### src/rmsb_pkg.sv
// ----------------------------------------------------------------------------
// rmsb_pkg
// Shared types and constants for the block-minimum range query engine.
// ----------------------------------------------------------------------------
package rmsb_pkg;

  // Array geometry and field widths
  localparam int MAX_ELEMENTS       = 1024;
  localparam int BLOCK_SIZE_DEFAULT = 32;
  localparam int IDX_W              = $clog2(MAX_ELEMENTS);
  localparam int CNT_W              = $clog2(MAX_ELEMENTS + 1);
  localparam int DATA_W             = 32;
  localparam int APB_DATA_W         = 32;
  localparam int PADDR_W            = 3;

  localparam logic signed [DATA_W-1:0] LARGEST_VALUE = 32'sh7FFF_FFFF;
  localparam logic [CNT_W-1:0]         COUNT_RESET   = CNT_W'(MAX_ELEMENTS);

  // Register index decoded from paddr[PADDR_W-1]
  localparam logic REG_ELEMENT_COUNT = 1'b0;

  // Operation codes
  localparam logic [1:0] OP_LOAD   = 2'd0;
  localparam logic [1:0] OP_UPDATE = 2'd1;
  localparam logic [1:0] OP_QUERY  = 2'd2;
  localparam logic [1:0] OP_NONE   = 2'd3;

  typedef struct packed {
    logic [1:0]               opcode;
    logic [IDX_W-1:0]         index;
    logic [IDX_W-1:0]         right_index;
    logic signed [DATA_W-1:0] value;
  } in_item_t;

  typedef struct packed {
    logic signed [DATA_W-1:0] min_value;
    logic                     status;
  } out_item_t;

  // Control of the shared compare unit
  typedef struct packed {
    logic init;     // load accumulator with init value
    logic fold;     // fold read data into accumulator
    logic src_blk;  // read data comes from block minima memory
  } minu_ctl_t;

  typedef enum logic [3:0] {
    ST_CLEAR,
    ST_IDLE,
    ST_LOAD,
    ST_UPD_WR,
    ST_SCAN_A,
    ST_SCAN_B,
    ST_SCAN_C,
    ST_DRAIN,
    ST_DONE
  } seq_state_t;

endpackage

### src/rmsb_min_unit.sv
// ----------------------------------------------------------------------------
// rmsb_min_unit
// Shared signed compare unit with a running-minimum accumulator.
// ----------------------------------------------------------------------------
module rmsb_min_unit (
  input  logic                                clk,
  input  rmsb_pkg::minu_ctl_t                 ctl,
  input  logic signed [rmsb_pkg::DATA_W-1:0]  init_value,
  input  logic [rmsb_pkg::DATA_W-1:0]         elem_rdata,
  input  logic [rmsb_pkg::DATA_W-1:0]         bmin_rdata,
  output logic signed [rmsb_pkg::DATA_W-1:0]  acc
);

  logic signed [rmsb_pkg::DATA_W-1:0] din;
  logic signed [rmsb_pkg::DATA_W-1:0] acc_r;
  logic signed [rmsb_pkg::DATA_W-1:0] acc_nxt;

  // Select the memory that was read last cycle
  assign din = ctl.src_blk ? $signed(bmin_rdata) : $signed(elem_rdata);

  // Load or fold the running minimum
  always_comb begin
    acc_nxt = acc_r;
    if (ctl.init) begin
      acc_nxt = init_value;
    end else if (ctl.fold && (din < acc_r)) begin
      acc_nxt = din;
    end
  end

  always_ff @(posedge clk) begin
    acc_r <= acc_nxt;
  end

  assign acc = acc_r;

endmodule

### config.mk
export PLATFORM = sky130hd
export DESIGN_NAME = rmsb_min_unit
export DESIGN_NICKNAME = d
export VERILOG_FILES = /design/src/rmsb_pkg.sv /design/src/rmsb_min_unit.sv
export SDC_FILE = /design/constraint.sdc
export NUM_CORES = 1
export LEC_CHECK = 0
export BUFFER_PORTS_ARGS = -buffer_cell sky130_fd_sc_hd__buf_2
export CAP_MARGIN = 20
export CORE_AREA = 2 2 81 83
export DETAILED_ROUTE_END_ITERATION = 16
export DIE_AREA = 0 0 83 85
export PLACE_DENSITY_LB_ADDON = 0.05
export SYNTH_ARGS = -nofsm -noshare
export SYNTH_HDL_FRONTEND = slang
export SYNTH_SLANG_ARGS = --single-unit
### constraint.sdc
create_clock -name clk -period 3.92 [get_ports clk]
set_input_delay 0.784 -clock clk [delete_from_list [all_inputs] [get_ports clk]]
set_output_delay 0.784 -clock clk [all_outputs]
set_load 0.01 [all_outputs]
# [After elaboration in Yosys (flattened, before gate mapping)]
# Cells that the tools add are included.
[totals] wordCells=7 register_bits=32 inputBits=100
[classes] n_mux=3 reduce_logical=2 order_cmp=1
[op_table] op="$mux 32" count=3
[op_table] op="$lt 32x32->1" count=1
[op_table] op="$reduce_bool 2->1" count=1
[op_table] op="$logic_and 1x1->1" count=1

# [Depth between registers and ports, before layout]
[logic_depth] depth_word=5 ltp_mapped=9 ltp_nobuf=7

# [Least setup slack after synthesis]
# OpenSTA, ideal clock, no wires.
[synth_timing] kind="input-to-reg" from="input ctl[0] (netlist name)" to="register acc_r (netlist bit acc[0]) (enable)" setup_time_ns=0.423 required_time_ns=3.497 n_path_buf=2 path_slack_ns=-0.342 arrival_time_ns=3.839 stages=9 path_cell_list="buf_6 > buf_2 > mux2_2 > ha_1 > a211oi_1 > o21ai_1 > o221ai_2 > nand3_1 > o311ai_2"
[synth_between] elab_chain_len=4
[synth_lines] element="start: declaration" line_no="rmsb_min_unit.sv:7" rtl="input rmsb_pkg::minu_ctl_t ctl,"
[synth_lines] element="$mux 32" line_no="rmsb_min_unit.sv:19" rtl="assign din = ctl.src_blk ? $signed(bmin_rdata) : $signed(elem_rdata);"
[synth_lines] element="$lt 32x32->1" line_no="rmsb_min_unit.sv:26" rtl="end else if (ctl.fold && (din < acc_r)) begin"
[synth_lines] element="$logic_and 1x1->1" line_no="rmsb_min_unit.sv:26"
[synth_lines] element="$reduce_bool 2->1 (no source line)"
[synth_lines] element="end signal: assignment" line_no="rmsb_min_unit.sv:32" rtl="acc_r <= acc_nxt;"
[synth_lines] element="end: declaration" line_no="rmsb_min_unit.sv:15" rtl="logic signed [rmsb_pkg::DATA_W-1:0] acc_r;"
# Every way passes these cells.
# A chain may end at the register's enable or synchronous reset.

# [Worst setup path in the final report]
[layout_timing] from="input ctl[0] (netlist name)" to="register acc_r (netlist bit acc[15]) (enable)"
# The elaborated chain is that of the path after synthesis.

==> impl_metrics.yaml <==
timing:
  maxSlewHeadroom: 0.6628
  fin_tns_setup_ns: 0
  slew_violations: 0
  min_period_ns: 3.107
  post-route-period-util: 0.7927
  hold_viol: 0
  setup_viol: 0
  timing.hold.ws_ns: 0.7991
  rsz0062_at_grt: "no"
  fin_skew_ns: 0.005159
  timing.fmax_ghz: 0.3218
  tightest_slew_ns: 0.5028
  fin_ws_ns: 0.8127
route:
  dr.pass1.iters: 4
  detail_route.wl_per_cell_um: 12.86
  postRouteAntennaNets: 0
  vias_per_cell: 4.804
  drt_wl_total_um: 5582
  drt_first_iter_violations: 36
  drc_errors: 0
  vias: 2085
logic_synthesis:
  synth_top_family_by_area: "multiplexers"
  synthSimpleGateAreaFrac: 0.04595
  synth_area_leader_cell: "edfxtp_1"
  ys_ff_latch: 32
  syn_area_sq_um: 2532
  yosys_warnings: 0
  synthMuxAreaShare: 0.2796
  synth-xor-area-share: 0
  ys_top_cells_by_area: "edfxtp_1 (38%), mux2_2 (28%), ha_1 (15%)"
  ys.flop_type: "edfxtp_1"
  synth_enable_flop_cells: 32
  postSynth.asyncResetShare: 0
  synth_nets: 352
  synth.distinct_cells: 29
  synth_compound_gate_area_share: 0.07510
  syn_inst: 221
  syn_area_per_cell_sq_um: 11.46
  synth_fa_ha_area_frac: 0.1532
  synthDominantCellAreaShare: 0.3794
  seq_area_frac_synth: 0.3794
cts:
  clock-root-buffer: "clkbuf_8"
  clock_latency_ns: 0.28
  hold_buffers: 0
  max-clock-path-buffers: 2
  post_cts_resized: 0
  numCtsBuffers: 5
  numClockSinks: 32
  postCtsSetupBuffers: 0
  htreeDepth: 2
  clkTransAtPathRegs_ns: 0.07
  cts_tree: "built"
finish:
  final_cells: 434
  synthToLayoutAreaGrowth_pct: 34.98
  diodes: 0
  final_nets: 487
  largest_reg_flops: 32
  final_util: 0.5509
  final_cell_area_sq_um: 3418
  final-seq-area_sq_um: 960.9
  drive_gt1_frac: 0.5770
  multi_input_area_sq_um: 1413
  fill_cells: 612
floorplanning:
  start_util: 0.4081
  num_rows: 29
  top_level_ports: 132
  die_area_sq_um: 7055
  core_sq_um: 6205
  die_h_um: 85
  die_x_um: 83
critical_path:
  start_kind: "input pin"
  crit_top_cell: "buf_12"
  cp_cell_sequence: "buf_2 > buf_12 > mux2_2 > ha_1 > nand4_1 > nor3_2 > o221ai_2 > a211o_1 > o311ai_4 > buf_12"
  crit_fanout: 32
  critPathSlowestCell: "mux2_2"
  cp.buffers_inverters: 3
  worst_ep_required_time_ns: 3.91
  critPathArrivalTime_ns: 3.09
  crit_path_end_kind: "flop"
  cpPeakStageDelay_ns: 0.37
  path_delay_family: "compound AO/OA/AOI/OAI gates"
  critPathKind: "input pin to flop"
place:
  place_ws_ns: 0.4854
  dpl_cell_area_sq_um: 3312
  port_buffers: 131
  dp_cells: 426
  hpwl_um: 4562
  place.gp.congestion: 0.7460
pwr:
  p_leak_nw: 1.666
  powerDensity_nw_per_um2: 327.2
  p_total_mw: 1.118
  ir_worst_vdd_v: 0.0001507
global_route:
  grt_pass1_vias: 2113
  grt_pass1_wl_um: 9397
  track_usage: 0.1630
  grt-ovfl-total: 0
  grt_max_degree: 33
  antenna_found_initial: 0
run:
  cap_violations: 0
status:
  status: "finished, final reports clean"
hold_path:
  hold_path.class: "input pin to flop"
cells in the mapped netlist (all sizes together), types with 2 or more instances:
cell type,instances
nand2,8
o21ai,6
nor2,4
nand4,5
a21oi,15
mux2,62
edfxtp,32
nor3,2
buf,7
nand3,2
ha,31
inv,34
layout make-up:
cell class	count	area share
repair buffers	135	0.2079
clock inverters	3	0.01098
clock buffers	5	0.02013
multi-input cells	147	0.4132
flip-flops and latches	32	0.2811
inverters	35	0.03843
well taps	77	0.02818
cell families after synthesis:
logic type | count (synthesis)
AO/OA/AOI/OAI | 30
adder cells (fa/ha/maj) | 31
buffers and inverters | 42
flip-flops | 32
multiplexers | 63
AND/OR/NAND/NOR | 23
cells in the final DEF (no fill, tap or decap):
cell type / count
ha_1: 31
inv_1: 34
clkbuf_8: 5
o21ai_0: 5
nor2_1: 4
a21oi_1: 15
a211o_1: 1
nor2b_1: 1
a211oi_1: 1
nand2_1: 8
o221ai_2: 1
o311ai_4: 1
a311oi_1: 1
mux2_2: 62
mux2i_1: 1
bufinv_16: 1
nor3_1: 1
o22ai_1: 1
o21a_1: 1
o211ai_1: 1
nand4_1: 5
o21ai_1: 1
and4_1: 1
nand3_1: 2
buf_4: 2
buf_2: 131
buf_12: 2
edfxtp_1: 32
a21boi_0: 1
nor3_2: 1
clkinv_1: 3
where the power goes:
part / internal (mW) / total (mW) / switching (mW)
sequential: 0.433 / 0.452 / 0.0188
clock: 0.185 / 0.306 / 0.121
combinational: 0.181 / 0.360 / 0.179
total: 0.799 / 1.12 / 0.319
path summary, 6_finish.rpt:
kind,start,endpoint,slack [ns],cells past startpoint
max,ctl[0],acc[15],0.81,10
min,init_value[17],acc[17],0.80,2
max reg2reg,acc[31],acc[15],1.60,8
min reg2reg,acc[30],acc[17],1.27,6
metal layers:
| layer | vias up | wire length [um] | GRT usage |
|---|---|---|---|
| met5 | - | 0 | 0 |
| met1 | 918 | 2383 | 0.1963 |
| met2 | 79 | 2700 | 0.2852 |
| met4 | 0 | 89 | 0.04620 |
| li1 | 1080 | - | - |
| met3 | 8 | 409 | 0.04669 |
(Power assumes the default switching activity.)
