File: config.mk
export PLATFORM = sky130hd
export DESIGN_NAME = rmsb_seq
export DESIGN_NICKNAME = d
export VERILOG_FILES = /design/src/rmsb_pkg.sv /design/src/rmsb_seq.sv
export SDC_FILE = /design/constraint.sdc
export NUM_CORES = 1
export LEC_CHECK = 0
export BUFFER_PORTS_ARGS = -buffer_cell sky130_fd_sc_hd__buf_4
export CAP_MARGIN = 30
export CORE_ASPECT_RATIO = 0.75
export CORE_MARGIN = 1
export CORE_UTILIZATION = 47
export DETAILED_ROUTE_END_ITERATION = 8
export GPL_TIMING_DRIVEN = 1
export PLACE_DENSITY = 0.89
export SKIP_LAST_GASP = 1
export SLEW_MARGIN = 20
export SYNTH_ARGS = -nofsm -noshare
export SYNTH_HDL_FRONTEND = slang
export SYNTH_SLANG_ARGS = --single-unit
File: constraint.sdc
create_clock -name clk -period 5.6 [get_ports clk]
set_clock_uncertainty 0.05 [all_clocks]
set_input_delay 1.12 -clock clk [delete_from_list [all_inputs] [get_ports clk]]
set_output_delay 1.12 -clock clk [all_outputs]
set_load 0.005 [all_outputs]
File: src/rmsb_pkg.sv
// ----------------------------------------------------------------------------
// rmsb_pkg
// Shared types and constants for the block-minimum range query engine.
// ----------------------------------------------------------------------------
package rmsb_pkg;

  // Array geometry and field widths
  localparam int MAX_ELEMENTS       = 1024;
  localparam int BLOCK_SIZE_DEFAULT = 32;
  localparam int IDX_W              = $clog2(MAX_ELEMENTS);
  localparam int CNT_W              = $clog2(MAX_ELEMENTS + 1);
  localparam int DATA_W             = 32;
  localparam int APB_DATA_W         = 32;
  localparam int PADDR_W            = 3;

  localparam logic signed [DATA_W-1:0] LARGEST_VALUE = 32'sh7FFF_FFFF;
  localparam logic [CNT_W-1:0]         COUNT_RESET   = CNT_W'(MAX_ELEMENTS);

  // Register index decoded from paddr[PADDR_W-1]
  localparam logic REG_ELEMENT_COUNT = 1'b0;

  // Operation codes
  localparam logic [1:0] OP_LOAD   = 2'd0;
  localparam logic [1:0] OP_UPDATE = 2'd1;
  localparam logic [1:0] OP_QUERY  = 2'd2;
  localparam logic [1:0] OP_NONE   = 2'd3;

  typedef struct packed {
    logic [1:0]               opcode;
    logic [IDX_W-1:0]         index;
    logic [IDX_W-1:0]         right_index;
    logic signed [DATA_W-1:0] value;
  } in_item_t;

  typedef struct packed {
    logic signed [DATA_W-1:0] min_value;
    logic                     status;
  } out_item_t;

  // Control of the shared compare unit
  typedef struct packed {
    logic init;     // load accumulator with init value
    logic fold;     // fold read data into accumulator
    logic src_blk;  // read data comes from block minima memory
  } minu_ctl_t;

  typedef enum logic [3:0] {
    ST_CLEAR,
    ST_IDLE,
    ST_LOAD,
    ST_UPD_WR,
    ST_SCAN_A,
    ST_SCAN_B,
    ST_SCAN_C,
    ST_DRAIN,
    ST_DONE
  } seq_state_t;

endpackage

File: src/rmsb_seq.sv
// ----------------------------------------------------------------------------
// rmsb_seq
// Sequencer: clears block minima, walks element and block ranges one read
// per cycle, writes back block minima and hands off query results.
// ----------------------------------------------------------------------------
module rmsb_seq #(
  parameter int BLOCK_SIZE  = rmsb_pkg::BLOCK_SIZE_DEFAULT,
  localparam int NUM_BLOCKS = rmsb_pkg::MAX_ELEMENTS / BLOCK_SIZE,
  localparam int OFF_W      = $clog2(BLOCK_SIZE),
  localparam int BLK_W      = $clog2(NUM_BLOCKS)
) (
  input  logic                                clk,
  input  logic                                rst_n,
  // Input transactions
  input  logic                                in_valid,
  input  rmsb_pkg::in_item_t                  in_data,
  output logic                                in_ready,
  // Configuration
  input  logic [rmsb_pkg::CNT_W-1:0]          elem_count,
  // Result hand-off
  input  logic                                slot_free,
  output logic                                res_push,
  output rmsb_pkg::out_item_t                 res_data,
  // Compare unit
  input  logic signed [rmsb_pkg::DATA_W-1:0]  acc,
  output rmsb_pkg::minu_ctl_t                 ctl,
  output logic signed [rmsb_pkg::DATA_W-1:0]  init_value,
  // Element memory
  output logic                                elem_we,
  output logic [rmsb_pkg::IDX_W-1:0]          elem_waddr,
  output logic [rmsb_pkg::DATA_W-1:0]         elem_wdata,
  output logic [rmsb_pkg::IDX_W-1:0]          elem_raddr,
  // Block minima memory
  output logic                                bmin_we,
  output logic [BLK_W-1:0]                    bmin_waddr,
  output logic [rmsb_pkg::DATA_W-1:0]         bmin_wdata,
  output logic [BLK_W-1:0]                    bmin_raddr
);

  localparam int IDX_W = rmsb_pkg::IDX_W;
  localparam int CNT_W = rmsb_pkg::CNT_W;
  localparam logic [IDX_W-1:0] OFF_MASK  = IDX_W'(BLOCK_SIZE - 1);
  localparam logic [BLK_W-1:0] LAST_BLK  = BLK_W'(NUM_BLOCKS - 1);

  rmsb_pkg::seq_state_t state_r, state_nxt;
  logic [1:0]               op_r, op_nxt;
  logic [IDX_W-1:0]         idx_r, idx_nxt;
  logic [IDX_W-1:0]         ridx_r, ridx_nxt;
  logic signed [rmsb_pkg::DATA_W-1:0] val_r, val_nxt;
  logic                     err_r, err_nxt;
  logic [IDX_W-1:0]         cur_r, cur_nxt;
  logic [IDX_W-1:0]         last_r, last_nxt;
  logic                     rd_vld_r, rd_vld_nxt;
  logic                     rd_src_r, rd_src_nxt;

  logic [IDX_W-1:0] in_blk_start;
  logic [IDX_W-1:0] in_blk_end;
  logic [IDX_W-1:0] upd_last;
  logic [CNT_W-1:0] cnt_m1;
  logic [BLK_W-1:0] in_lb;
  logic [BLK_W-1:0] in_rb;
  logic             wr_ok;
  logic             q_err;
  logic [BLK_W-1:0] lb_r_blk;
  logic [BLK_W-1:0] rb_r_blk;
  logic [BLK_W-1:0] blk_gap;
  logic             scan_end;

  // Decode the offered item
  assign in_blk_start = in_data.index & ~OFF_MASK;
  assign in_blk_end   = in_data.index | OFF_MASK;
  assign cnt_m1       = elem_count - CNT_W'(1);
  assign upd_last     = ({1'b0, in_blk_end} >= elem_count) ? IDX_W'(cnt_m1) : in_blk_end;
  assign in_lb        = in_data.index[IDX_W-1 -: BLK_W];
  assign in_rb        = in_data.right_index[IDX_W-1 -: BLK_W];
  assign wr_ok        = ({1'b0, in_data.index} < elem_count);
  assign q_err        = (in_data.index > in_data.right_index) ||
                        ({1'b0, in_data.right_index} >= elem_count);

  // Held item geometry
  assign lb_r_blk = idx_r[IDX_W-1 -: BLK_W];
  assign rb_r_blk = ridx_r[IDX_W-1 -: BLK_W];
  assign blk_gap  = rb_r_blk - lb_r_blk;
  assign scan_end = (cur_r == last_r);

  // State and item registers
  always_ff @(posedge clk) begin
    if (!rst_n) begin
      state_r  <= rmsb_pkg::ST_CLEAR;
      cur_r    <= '0;
      rd_vld_r <= 1'b0;
      err_r    <= 1'b0;
    end else begin
      state_r  <= state_nxt;
      cur_r    <= cur_nxt;
      rd_vld_r <= rd_vld_nxt;
      err_r    <= err_nxt;
    end
  end

  always_ff @(posedge clk) begin
    op_r     <= op_nxt;
    idx_r    <= idx_nxt;
    ridx_r   <= ridx_nxt;
    val_r    <= val_nxt;
    last_r   <= last_nxt;
    rd_src_r <= rd_src_nxt;
  end

  // Next state and outputs
  always_comb begin
    state_nxt   = state_r;
    op_nxt      = op_r;
    idx_nxt     = idx_r;
    ridx_nxt    = ridx_r;
    val_nxt     = val_r;
    err_nxt     = err_r;
    cur_nxt     = cur_r;
    last_nxt    = last_r;
    rd_vld_nxt  = 1'b0;
    rd_src_nxt  = rd_src_r;
    in_ready    = 1'b0;
    res_push    = 1'b0;
    ctl.init    = 1'b0;
    ctl.fold    = rd_vld_r;
    ctl.src_blk = rd_src_r;
    init_value  = rmsb_pkg::LARGEST_VALUE;
    elem_we     = 1'b0;
    elem_waddr  = idx_r;
    elem_wdata  = val_r;
    elem_raddr  = cur_r;
    bmin_we     = 1'b0;
    bmin_waddr  = lb_r_blk;
    bmin_wdata  = acc;
    bmin_raddr  = cur_r[BLK_W-1:0];

    unique case (state_r)
      // Sweep block minima to the largest value after reset
      rmsb_pkg::ST_CLEAR: begin
        bmin_we    = 1'b1;
        bmin_waddr = cur_r[BLK_W-1:0];
        bmin_wdata = rmsb_pkg::LARGEST_VALUE;
        if (cur_r[BLK_W-1:0] == LAST_BLK) begin
          cur_nxt   = '0;
          state_nxt = rmsb_pkg::ST_IDLE;
        end else begin
          cur_nxt = cur_r + IDX_W'(1);
        end
      end

      // Take a transaction and set up its range
      rmsb_pkg::ST_IDLE: begin
        in_ready = 1'b1;
        if (in_valid) begin
          op_nxt     = in_data.opcode;
          idx_nxt    = in_data.index;
          ridx_nxt   = in_data.right_index;
          val_nxt    = in_data.value;
          err_nxt    = 1'b0;
          ctl.init   = 1'b1;
          if (in_data.opcode == rmsb_pkg::OP_LOAD) begin
            init_value = in_data.value;
          end
          unique case (in_data.opcode)
            rmsb_pkg::OP_LOAD: begin
              if (wr_ok) begin
                state_nxt = rmsb_pkg::ST_LOAD;
              end
            end
            rmsb_pkg::OP_UPDATE: begin
              if (wr_ok) begin
                cur_nxt   = in_blk_start;
                last_nxt  = upd_last;
                state_nxt = rmsb_pkg::ST_UPD_WR;
              end
            end
            rmsb_pkg::OP_QUERY: begin
              if (q_err) begin
                err_nxt   = 1'b1;
                state_nxt = rmsb_pkg::ST_DONE;
              end else begin
                cur_nxt   = in_data.index;
                last_nxt  = (in_lb == in_rb) ? in_data.right_index : in_blk_end;
                state_nxt = rmsb_pkg::ST_SCAN_A;
              end
            end
            default: begin
              // Unused opcode: drop
            end
          endcase
        end
      end

      // Write element and fetch its block minimum for folding
      rmsb_pkg::ST_LOAD: begin
        elem_we    = 1'b1;
        bmin_raddr = lb_r_blk;
        rd_vld_nxt = 1'b1;
        rd_src_nxt = 1'b1;
        state_nxt  = rmsb_pkg::ST_DRAIN;
      end

      // Write element before rescanning its block
      rmsb_pkg::ST_UPD_WR: begin
        elem_we   = 1'b1;
        state_nxt = rmsb_pkg::ST_SCAN_A;
      end

      // Scan first element range
      rmsb_pkg::ST_SCAN_A: begin
        rd_vld_nxt = 1'b1;
        rd_src_nxt = 1'b0;
        if (scan_end) begin
          if ((op_r == rmsb_pkg::OP_QUERY) && (lb_r_blk != rb_r_blk)) begin
            cur_nxt   = ridx_r & ~OFF_MASK;
            last_nxt  = ridx_r;
            state_nxt = rmsb_pkg::ST_SCAN_B;
          end else begin
            state_nxt = rmsb_pkg::ST_DRAIN;
          end
        end else begin
          cur_nxt = cur_r + IDX_W'(1);
        end
      end

      // Scan partial right block
      rmsb_pkg::ST_SCAN_B: begin
        rd_vld_nxt = 1'b1;
        rd_src_nxt = 1'b0;
        if (scan_end) begin
          if (blk_gap > BLK_W'(1)) begin
            cur_nxt   = {{OFF_W{1'b0}}, lb_r_blk + BLK_W'(1)};
            last_nxt  = {{OFF_W{1'b0}}, rb_r_blk - BLK_W'(1)};
            state_nxt = rmsb_pkg::ST_SCAN_C;
          end else begin
            state_nxt = rmsb_pkg::ST_DRAIN;
          end
        end else begin
          cur_nxt = cur_r + IDX_W'(1);
        end
      end

      // Scan whole blocks through their minima
      rmsb_pkg::ST_SCAN_C: begin
        rd_vld_nxt = 1'b1;
        rd_src_nxt = 1'b1;
        if (scan_end) begin
          state_nxt = rmsb_pkg::ST_DRAIN;
        end else begin
          cur_nxt = cur_r + IDX_W'(1);
        end
      end

      // Let the last read fold in
      rmsb_pkg::ST_DRAIN: begin
        state_nxt = rmsb_pkg::ST_DONE;
      end

      // Write back block minimum or hand off the query result
      rmsb_pkg::ST_DONE: begin
        if (op_r == rmsb_pkg::OP_QUERY) begin
          if (slot_free) begin
            res_push  = 1'b1;
            state_nxt = rmsb_pkg::ST_IDLE;
          end
        end else begin
          bmin_we   = 1'b1;
          state_nxt = rmsb_pkg::ST_IDLE;
        end
      end

      default: begin
        state_nxt = rmsb_pkg::ST_IDLE;
      end
    endcase
  end

  assign res_data.min_value = acc;
  assign res_data.status    = err_r;

endmodule
* After elaboration in Yosys (flattened, before gate mapping) *
Index checks and enable logic that the tools add are counted.

operators by class
  add/subtract/negate cells = 5
  order comparisons = 5
  eq/ne operators = 31
  multiplexer cells = 55
  reductions and logical operators = 15

operators by type and width
  kind                                                 count
  two-way mux 10 bit                                   18
  two-way mux 32 bit                                   4
  case mux 10 bit (5 select lines)                     1
  two-way mux 4 bit                                    10
  case mux 10 bit (2 select lines)                     2
  case mux 4 bit (9 select lines)                      1
  case mux 10 bit (3 select lines)                     1
  greater-or-equal comparator 10 x 11 -> 1 bit         2
  != test 3 bit (second input constant)                6
  AND reduction 9 bit                                  2
  == test 4 x 3 -> 1 bit (second input constant)       4
  != test 2 bit (second input constant)                8
  two-way mux 1 bit                                    12
  case mux 4 bit (3 select lines)                      1
  less-than comparator 10 x 11 -> 1 bit                1
  adder 10 x 1 -> 10 bit (second input constant)       1
  == test 10 bit                                       1
  greater-than comparator 10 bit                       1
  two-way mux 5 bit                                    2
  subtractor 10 x 1 -> 10 bit (second input constant)  1
  == test 4 x 2 -> 1 bit (second input constant)       2
  AND reduction 8 bit                                  1
  OR reduction 2 bit                                   3
  adder 5 x 1 -> 5 bit (second input constant)         1
  other kinds (23)                                     25

word-level totals
  register bits = 81
  bits of input ports = 101
  output and inout port bits = 166
  word-level logic and storage cells = 121

* Longest topological paths before layout *
Gate-level depths: netlist of the first run.

  word-level depth = 6
  depth in mapped cells = 12
  mapped depth without buffers = 11

* Least setup slack after synthesis of the first run *
Ideal clock, no wire load.

  path type = input-to-reg
  start = in in_data[36] in the netlist's numbering
  end = reg last_r[0] (enable)
  library setup time = 0.404 ns
  arrival = 3.770 ns
  required time = 5.146 ns
  setup slack = 1.377 ns
  stages = 10
  buffers on the path = 1
  path through = inv_1 > ha_1 > and3_1 > a221oi_1 > nor2b_1 > o22a_1 > o21ai_1 > clkbuf_1 > nand2_1 > nor4_1

on the way
  cells in the longest elaborated chain, start to end = 4
  elaborated cells between the ends (all ways) = 5
  classes of those cells = order compare (2); eq/ne (1); reduce/logical (2)

RTL lines
  element                                                                                         line                            RTL
  start, declared                                                                                 rmsb_seq.sv:16                  input rmsb_pkg::in_item_t in_data,
  greater-or-equal comparator 10 x 11 -> 1 bit or greater-than comparator 10 bit (tied branches)  rmsb_seq.sv:78, rmsb_seq.sv:77
  logical OR 1 bit *                                                                              rmsb_seq.sv:77                  assign q_err = (in_data.index > in_data.right_index) ||
  != test 3 bit (no line) *                                                                       n/a
  AND reduction 9 bit (no line) *                                                                 n/a
  end signal, assigned                                                                            rmsb_seq.sv:106                 last_r <= last_nxt;
  end, declared                                                                                   rmsb_seq.sv:52                  logic [IDX_W-1:0] last_r, last_nxt;

Mark *: on every way between the ends. The rest lies on a longest branch, timed or not.
A chain may end at the register's enable or synchronous reset.

* Worst setup path after layout of the first run *
  start = reg state_r[0]
  end = out init_value[1] in the netlist's numbering

on the way
  cells in the longest elaborated chain, start to end = 2

RTL lines
  element                 line             RTL
  start, declared         rmsb_seq.sv:45   rmsb_pkg::seq_state_t state_r, state_nxt;
  start signal, assigned  rmsb_seq.sv:89   state_r <= rmsb_pkg::ST_CLEAR;
  start signal, assigned  rmsb_seq.sv:94   state_r <= state_nxt;
  == test 4 x 1 -> 1 bit  rmsb_seq.sv:137  unique case (state_r)
  two-way mux 32 bit      rmsb_seq.sv:137
  end, declared           rmsb_seq.sv:27   output logic signed [rmsb_pkg::DATA_W-1:0] init_value,

No other way between the ends.

==> flow_metrics.tcl, run 1 <==
set metrics [dict create \
    run_status "completed" \
    fp.dieH_um 96.3 \
    synth_fp_nets 701 \
    placed_cells 933 \
    min_period_ns 4.00 \
    routedWlPerCell_um 19.3 \
    cp_data_required_time_ns 4.43 \
    arrival_ns 2.83 \
    grt_start_max_net_pins 55 \
    finalWirelength_um 18300 \
    synth_compound_gate_area_share_pct 14.9 \
    fill_cells 898 \
    finalSetupViolations 0 \
    post_synth_inst_count 559 \
    worst_hold_path_startpoint "err_r$_SDFFE_PN0P_" \
    antenna_left 0 \
    hold_path_depth 2 \
    synth_seq_area_share_pct 40.7 \
    multi_input_area_um2 2770 \
    powerDensity_nw_per_um2 219 \
    r2r_slack_ns 2.22 \
    clk_root_buffer_cell "sky130_fd_sc_hd__clkbuf_16" \
    synthXorXnorAreaFrac_pct 4.24 \
    cts_max_level 3 \
    async_reset_ff_share_pct 0 \
    synth-simple-area-share_pct 19.5 \
    antenna_violations_before_repair 0 \
    core_um2 11600 \
    hp-class "reg2reg" \
    grt-ovfl-total 0 \
    fp.dieW_um 128 \
    end_of_the_worst_register_to_register_path "elem_raddr[3]$_SDFFE_PN0P_" \
    rsz0062_at_grt "false" \
    maxClockFrequency_mhz 250 \
    design.die.area_um2 12300 \
    worst_skew_pair.late_latency_ns 0.34 \
    port_buffers 266 \
    cp-startpoint "state_r[0]$_SDFFE_PN0P_" \
    r2r.worst_path.cells 12 \
    clkSlewWorstSetupHoldPaths_ns 0.06 \
    cells_resized_by_post_cts_repair 0 \
    detailedRoute.firstIterationViolations 337 \
    final-instance-count-excl-fill 948 \
    cts_made_buffers 9 \
    num-nets-final 924 \
    power_mw 1.69 \
    netlist.area_leader.share_pct 35.0 \
    detail_route.first_pass.iterations 6 \
    synth_edf_count 65 \
    layout-area-overhead-vs-synth_pct 38.3 \
    insertedDiodeCount 0 \
    end_kind "output port" \
    fin_tns_setup_ns 0 \
    yosys-mux-area-fraction_pct 1.59 \
    cts_tree "done" \
    holdPathEnd "err_r$_SDFFE_PN0P_" \
    cts_max_path_buffers 2 \
    synth_area_um2 5580 \
    netlist.top_cell.by_area "sky130_fd_sc_hd__edfxtp_1" \
    final_hold_viol_count 0 \
    cp-start-kind "flip-flop" \
    finalWeightedCongestion 1.01 \
    synth_top_family_by_area "simple AND/OR/NAND/NOR gates" \
    maxSlewHeadroom_pct 44.7 \
    synth_area_per_cell_um2 9.98 \
    leakagePower_nw 3.38 \
    post_synth_num_cell_types 63 \
    layout-drive-gt1-share_pct 42.2 \
    synth-main-ff-cell "sky130_fd_sc_hd__edfxtp_1" \
    grt_first_pass_wirelength_um 26400 \
    worst-slew-pin-transition_ns 0.824 \
    max-vdd-ir-drop_mv 0.132 \
    drt_drc_violations_left 0 \
    cts_setup_buffers 0 \
    register_area_um2 2270 \
    ys_ff_latch 81 \
    routed-via-count 5355 \
    groute.usage.overall_pct 28.8 \
    synth_adder_area_share_pct 9.33 \
    worst_reg2reg_path_startpoint "ridx_r[5]$_DFFE_PP_" \
    final_max_slew_viol_count 0 \
    crit_fanout 32 \
    cts_hold_repair.buffers 0 \
    row_count 34 \
    vias_per_cell 5.65 \
    timing.final.crit_share_pct 71.4 \
    number_of_max_cap_violations 0 \
    crit_type "reg2out" \
    number_of_global_route_vias_before_repair 4955 \
    hpwlAfterDp_um 14700 \
    clock_sink_total 81 \
    synth.area.top_cells "sky130_fd_sc_hd__edfxtp_1 (35%), sky130_fd_sc_hd__ha_1 (9.0%), sky130_fd_sc_hd__dfxtp_1 (5.7%), sky130_fd_sc_hd__buf_4 (4.7%), sky130_fd_sc_hd__or2_2 (3.8%)" \
    start_util_pct 48.2 \
    num_io_pins 267 \
    synth_warnings 0 \
]
==> sequential cells by signal (all words and copies together) (netlist names) <==
| name | count |
|---|---|
| ridx_r | 10 |
| last_r | 10 |
| err_r | 1 |
| elem_raddr | 10 |
| elem_waddr | 10 |
| state_r | 4 |
| rd_src_r | 1 |
| rd_vld_r | 1 |
| op_r | 2 |
| elem_wdata | 32 |
==> critical path: stages (launching register included) <==
cell,delay [ns]
sky130_fd_sc_hd__dfxtp_1,0.65
sky130_fd_sc_hd__inv_1,0.10
sky130_fd_sc_hd__or3_1,0.55
sky130_fd_sc_hd__inv_6,0.17
sky130_fd_sc_hd__nand2_2,0.10
sky130_fd_sc_hd__or3_4,0.46
sky130_fd_sc_hd__or2_2,0.31
sky130_fd_sc_hd__buf_4,0.14
==> cell families (layout without fill, tap and decap cells) <==
kind of cell,Yosys count,count (layout)
flip-flops,81,81
multiplexers,8,8
AND/OR/NAND/NOR,192,192
adder cells (fa/ha/maj),41,41
XOR/XNOR,27,27
buffers and inverters,97,324
AO/OA/AOI/OAI,113,113
==> cell usage in the layout, fill, tap and decap left out, types with 8 or more instances in the layout <==
master,n
sky130_fd_sc_hd__a21oi_1,19
sky130_fd_sc_hd__a221o_1,11
sky130_fd_sc_hd__and3_1,10
sky130_fd_sc_hd__buf_4,269
sky130_fd_sc_hd__clkbuf_16,9
sky130_fd_sc_hd__dfxtp_1,16
sky130_fd_sc_hd__edfxtp_1,65
sky130_fd_sc_hd__ha_1,40
sky130_fd_sc_hd__inv_1,37
sky130_fd_sc_hd__nand2_1,26
sky130_fd_sc_hd__nand3_1,9
sky130_fd_sc_hd__nand4_1,8
sky130_fd_sc_hd__nor2_1,20
sky130_fd_sc_hd__nor3_1,19
sky130_fd_sc_hd__o21ai_0,22
sky130_fd_sc_hd__or2_1,30
sky130_fd_sc_hd__or2_2,34
sky130_fd_sc_hd__xnor2_1,11
sky130_fd_sc_hd__xor2_1,16
==> area by class of cell <==
cell class              count  share of cell area [%]
clock inverters             6                   0.876
well taps                 162                    2.63
flip-flops and latches     81                    29.5
clock buffers               9                    2.92
inverters                  39                    1.96
multi-input cells         381                    35.9
repair buffers            270                    26.2
==> report_power, final <==
part | total (mW) | internal, mW | switching [mW]
logic | 0.389 | 0.204 | 0.185
clock network | 0.584 | 0.344 | 0.240
registers | 0.719 | 0.682 | 0.0370
==> worst max path at each step <==
| stage | to | cells after the start |
|---|---|---|
| 5_1_grt | init_value[0] | 7 |
| 3_5_place_dp | last_r[5]$_DFFE_PP_ | 11 |
| 4_1_cts | init_value[1] | 7 |
| 6_report | init_value[1] | 7 |
| 3_3_place_gp | last_r[7]$_DFFE_PP_ | 11 |
| 2_1_floorplan | last_r[0]$_DFFE_PP_ | 10 |
==> stage by stage <==
stage | hold WS, ns | utilization (%) | cell area, µm² | worst slack [ns]
finish | 0.420 | 66.7 | 7710 | 1.60
global route | 0.456 | 66.7 | 7710 | 1.53
CTS | 0.425 | 66.7 | 7710 | 1.66
detailed placement | 0.407 | 64.1 | 7420 | 1.62
global placement | 0.419 | 64.1 | 7410 | 1.78
floorplan | 0.382 | - | 5580 | 1.38
==> synth_stat cells, drive strengths merged, types with 2 or more instances <==
master and n:
o211a 2, xnor2 11, a221o 11, nor2 21, o2111ai 4, nor3b 3, a211oi 6, or3 3
dfxtp 16, nor3 20, a32o 7, and4 2, a21o 5, nand2b 3, nor2b 7, nand3 9
and2 3, o21ai 23, inv 39, mux2 7, or2 64, ha 40, a21oi 19, o221ai 6
and3b 2, nand4 8, buf 41, nand2 27, a211o 2, a221oi 7, xor2 16, and3 10
nor4 7, clkbuf 17, a31oi 5, edfxtp 65, o21a 5
==> layer usage <==
layer  routed length (µm)  global-route usage [%]  vias to the layer above  share of wire [%]
li1                     -                       -                     2464                  -
met1                 7010                    34.5                     2530                 38
met2                 9240                    51.7                      322                 51
met3                 1620                    5.78                       39                8.9
met4                  421                    10.5                        0                2.3
met5                    0                       0                        -                  0
Power figures use the tool's default switching activity.
==> run 2, diff against run 1 <==
==> constraint.sdc (replaced) <==
create_clock -name clk -period 4.05 [get_ports clk]
set_clock_uncertainty 0.05 [all_clocks]
set_input_delay 0.81 -clock clk [delete_from_list [all_inputs] [get_ports clk]]
set_output_delay 0.81 -clock clk [all_outputs]
set_load 0.005 [all_outputs]
==> run 2 against run 1 <==
  * Hold slack gained 0.022 ns
  * Utilization grew 0.13 points
  * Non-clock buffer count grew 1
  * Count of clock-buffer cells in the layout grew 2
  * Sequential power grew 38%
  * Cell area grew 0.19%
  * First-iteration DRC count grew 48%
  * Via count grew 1.2%
  * Worst setup slack lost 1.2 ns
  * Register-to-register slack lost 1.3 ns
  * Largest cell class unchanged
  * Largest power group unchanged
  * Highest routed layer unchanged
==> flow_metrics.tcl, run 2 (synthesized netlist as in run 1, its figures left out) <==
set metrics [dict create \
    critical-path-max-stage-delay_ns 0.62 \
    clkSlewWorstSetupHoldPaths_ns 0.06 \
    layout-area-overhead-vs-synth_pct 38.6 \
    start_util_pct 48.2 \
    cp_data_required_time_ns 3.19 \
    hold_path_depth 2 \
    hpwlAfterDp_um 14900 \
    cp-start-kind "flip-flop" \
    worst_reg2reg_path_startpoint "ridx_r[5]$_DFFE_PP_" \
    finalWirelength_um 18900 \
    largest_register_ffs 32 \
    crit_fanout 32 \
    cells_resized_by_post_cts_repair 0 \
    fp.dieW_um 128 \
    r2r.worst_path.cells 12 \
    drt_drc_violations_left 0 \
    finalSetupViolations 0 \
    end_kind "output port" \
    r2r_slack_ns 0.89 \
    run_status "completed" \
    cts_tree "done" \
    maxClockFrequency_mhz 273 \
    vias_per_cell 5.70 \
    final_max_slew_viol_count 0 \
    fill_cells 916 \
    hp-class "reg2reg" \
    grt-ovfl-total 0 \
    fin_worst_hold_slack_ns 0.442 \
    max-vdd-ir-drop_mv 0.206 \
    fp.dieH_um 96.3 \
    antenna_violations_before_repair 0 \
    critical_path_end "init_value[1]" \
    clk_root_buffer_cell "sky130_fd_sc_hd__clkbuf_16" \
    clock_sink_total 81 \
    antenna_left 0 \
    crit_type "reg2out" \
    slowest_stage "sky130_fd_sc_hd__dfxtp_1" \
    detail_route.first_pass.iterations 5 \
    port_buffers 266 \
    routedWlPerCell_um 19.9 \
    layout-drive-gt1-share_pct 42.4 \
    series_of_cell_instances_along_the_critical_path "inv_1 > or3_1 > inv_6 > nand2_2 > or3_4 > or2_2 > buf_4" \
    number_of_global_route_vias_before_repair 5102 \
    min_period_ns 3.66 \
    worst-slew-pin-transition_ns 0.823 \
    cts_setup_buffers 0 \
    worst_skew_pair.late_latency_ns 0.34 \
    number_of_max_cap_violations 0 \
    design.die.area_um2 12300 \
    num-nets-final 925 \
    maxSlewHeadroom_pct 44.7 \
    cp-startpoint "state_r[0]$_SDFFE_PN0P_" \
    routed-via-count 5418 \
    highest_count_cells_in_the_layout_ignoring_fill_and_taps "sky130_fd_sc_hd__buf_4 (271), sky130_fd_sc_hd__edfxtp_1 (65), sky130_fd_sc_hd__ha_1 (40), sky130_fd_sc_hd__inv_1 (37), sky130_fd_sc_hd__or2_2 (34)" \
    grt_first_pass_wirelength_um 28000 \
    rsz0062_at_grt "false" \
    cts_made_buffers 9 \
    groute.usage.overall_pct 30.4 \
    powerDensity_nw_per_um2 304 \
    leakagePower_nw 3.38 \
    final_hold_viol_count 0 \
    insertedDiodeCount 0 \
    cts_max_path_buffers 2 \
    fin_tns_setup_ns 0 \
    cts_max_level 3 \
    num_io_pins 267 \
    core_um2 11600 \
    finalWeightedCongestion 0.926 \
    arrival_ns 2.80 \
    row_count 34 \
    final_common_cell "sky130_fd_sc_hd__buf_4" \
    cts_hold_repair.buffers 0 \
    end_of_the_worst_register_to_register_path "elem_raddr[3]$_SDFFE_PN0P_" \
    detailedRoute.firstIterationViolations 500 \
    grt_start_max_net_pins 55 \
    timing.final.crit_share_pct 90.4 \
]
[run 2: cell count changes in the layout (fill, tap and decap cells not counted), sizes merged]
cell,previous run,this run
clkinv,3,2
inv,40,39
buf,270,271
clkinvlp,1,2
clkbuf,9,11
[run 2: area by class of cell]
class / instances / area (µm²) / share of cell area, %
clock buffer: 11 / 243 / 3.14
clock inverter: 5 / 55.1 / 0.712
inverter: 39 / 151 / 1.96
multi-input combinational: 381 / 2770 / 35.8
sequential: 81 / 2270 / 29.4
tap: 162 / 203 / 2.62
timing repair buffer: 271 / 2030 / 26.3
[run 2: worst min path at each step]
stage / to / from / slack, ns
6_report: err_r$_SDFFE_PN0P_ / err_r$_SDFFE_PN0P_ / 0.44
5_1_grt: err_r$_SDFFE_PN0P_ / err_r$_SDFFE_PN0P_ / 0.46
4_1_cts: err_r$_SDFFE_PN0P_ / err_r$_SDFFE_PN0P_ / 0.44
3_5_place_dp: err_r$_SDFFE_PN0P_ / err_r$_SDFFE_PN0P_ / 0.42
3_3_place_gp: err_r$_SDFFE_PN0P_ / err_r$_SDFFE_PN0P_ / 0.41
2_1_floorplan: err_r$_SDFFE_PN0P_ / err_r$_SDFFE_PN0P_ / 0.38
[run 2: where the power goes]
group / internal, mW / leakage (nW) / total, mW / switching (mW)
clock: 0.492 / 0.142 / 0.815 / 0.323
sequential: 0.943 / 0.715 / 0.991 / 0.0475
combinational: 0.283 / 2.53 / 0.544 / 0.261
[run 2: per-layer routing]
layer  GRT usage [%]  part of all wire (%)  up-vias
met4            8.53                   1.8        0
met5               0                     0        -
met3            6.45                   8.4       39
li1                -                     -     2463
met1            36.9                    39     2594
met2            55.1                    51      322
[run 2: through the flow]
step | setup slack [ns] | total power [mW] | util [%] | std cells | instance area, µm²
floorplan | 0.137 | 1.26 | - | 559 | 5580
global placement | 0.800 | 1.53 | 64.2 | 934 | 7430
detailed placement | 0.713 | 1.54 | 64.2 | 934 | 7430
CTS | 0.406 | 2.35 | 66.8 | 950 | 7730
global route | 0.277 | 2.44 | 66.8 | 950 | 7730
finish | 0.390 | 2.35 | 66.8 | 950 | 7730
[run 2: worst max-delay path, delay by kind of cell, from the launching register on]
family	cells	cell delay, ns
DFF	1	0.62
and+or+nand+nor	4	1.41
buffers and inverters	3	0.43
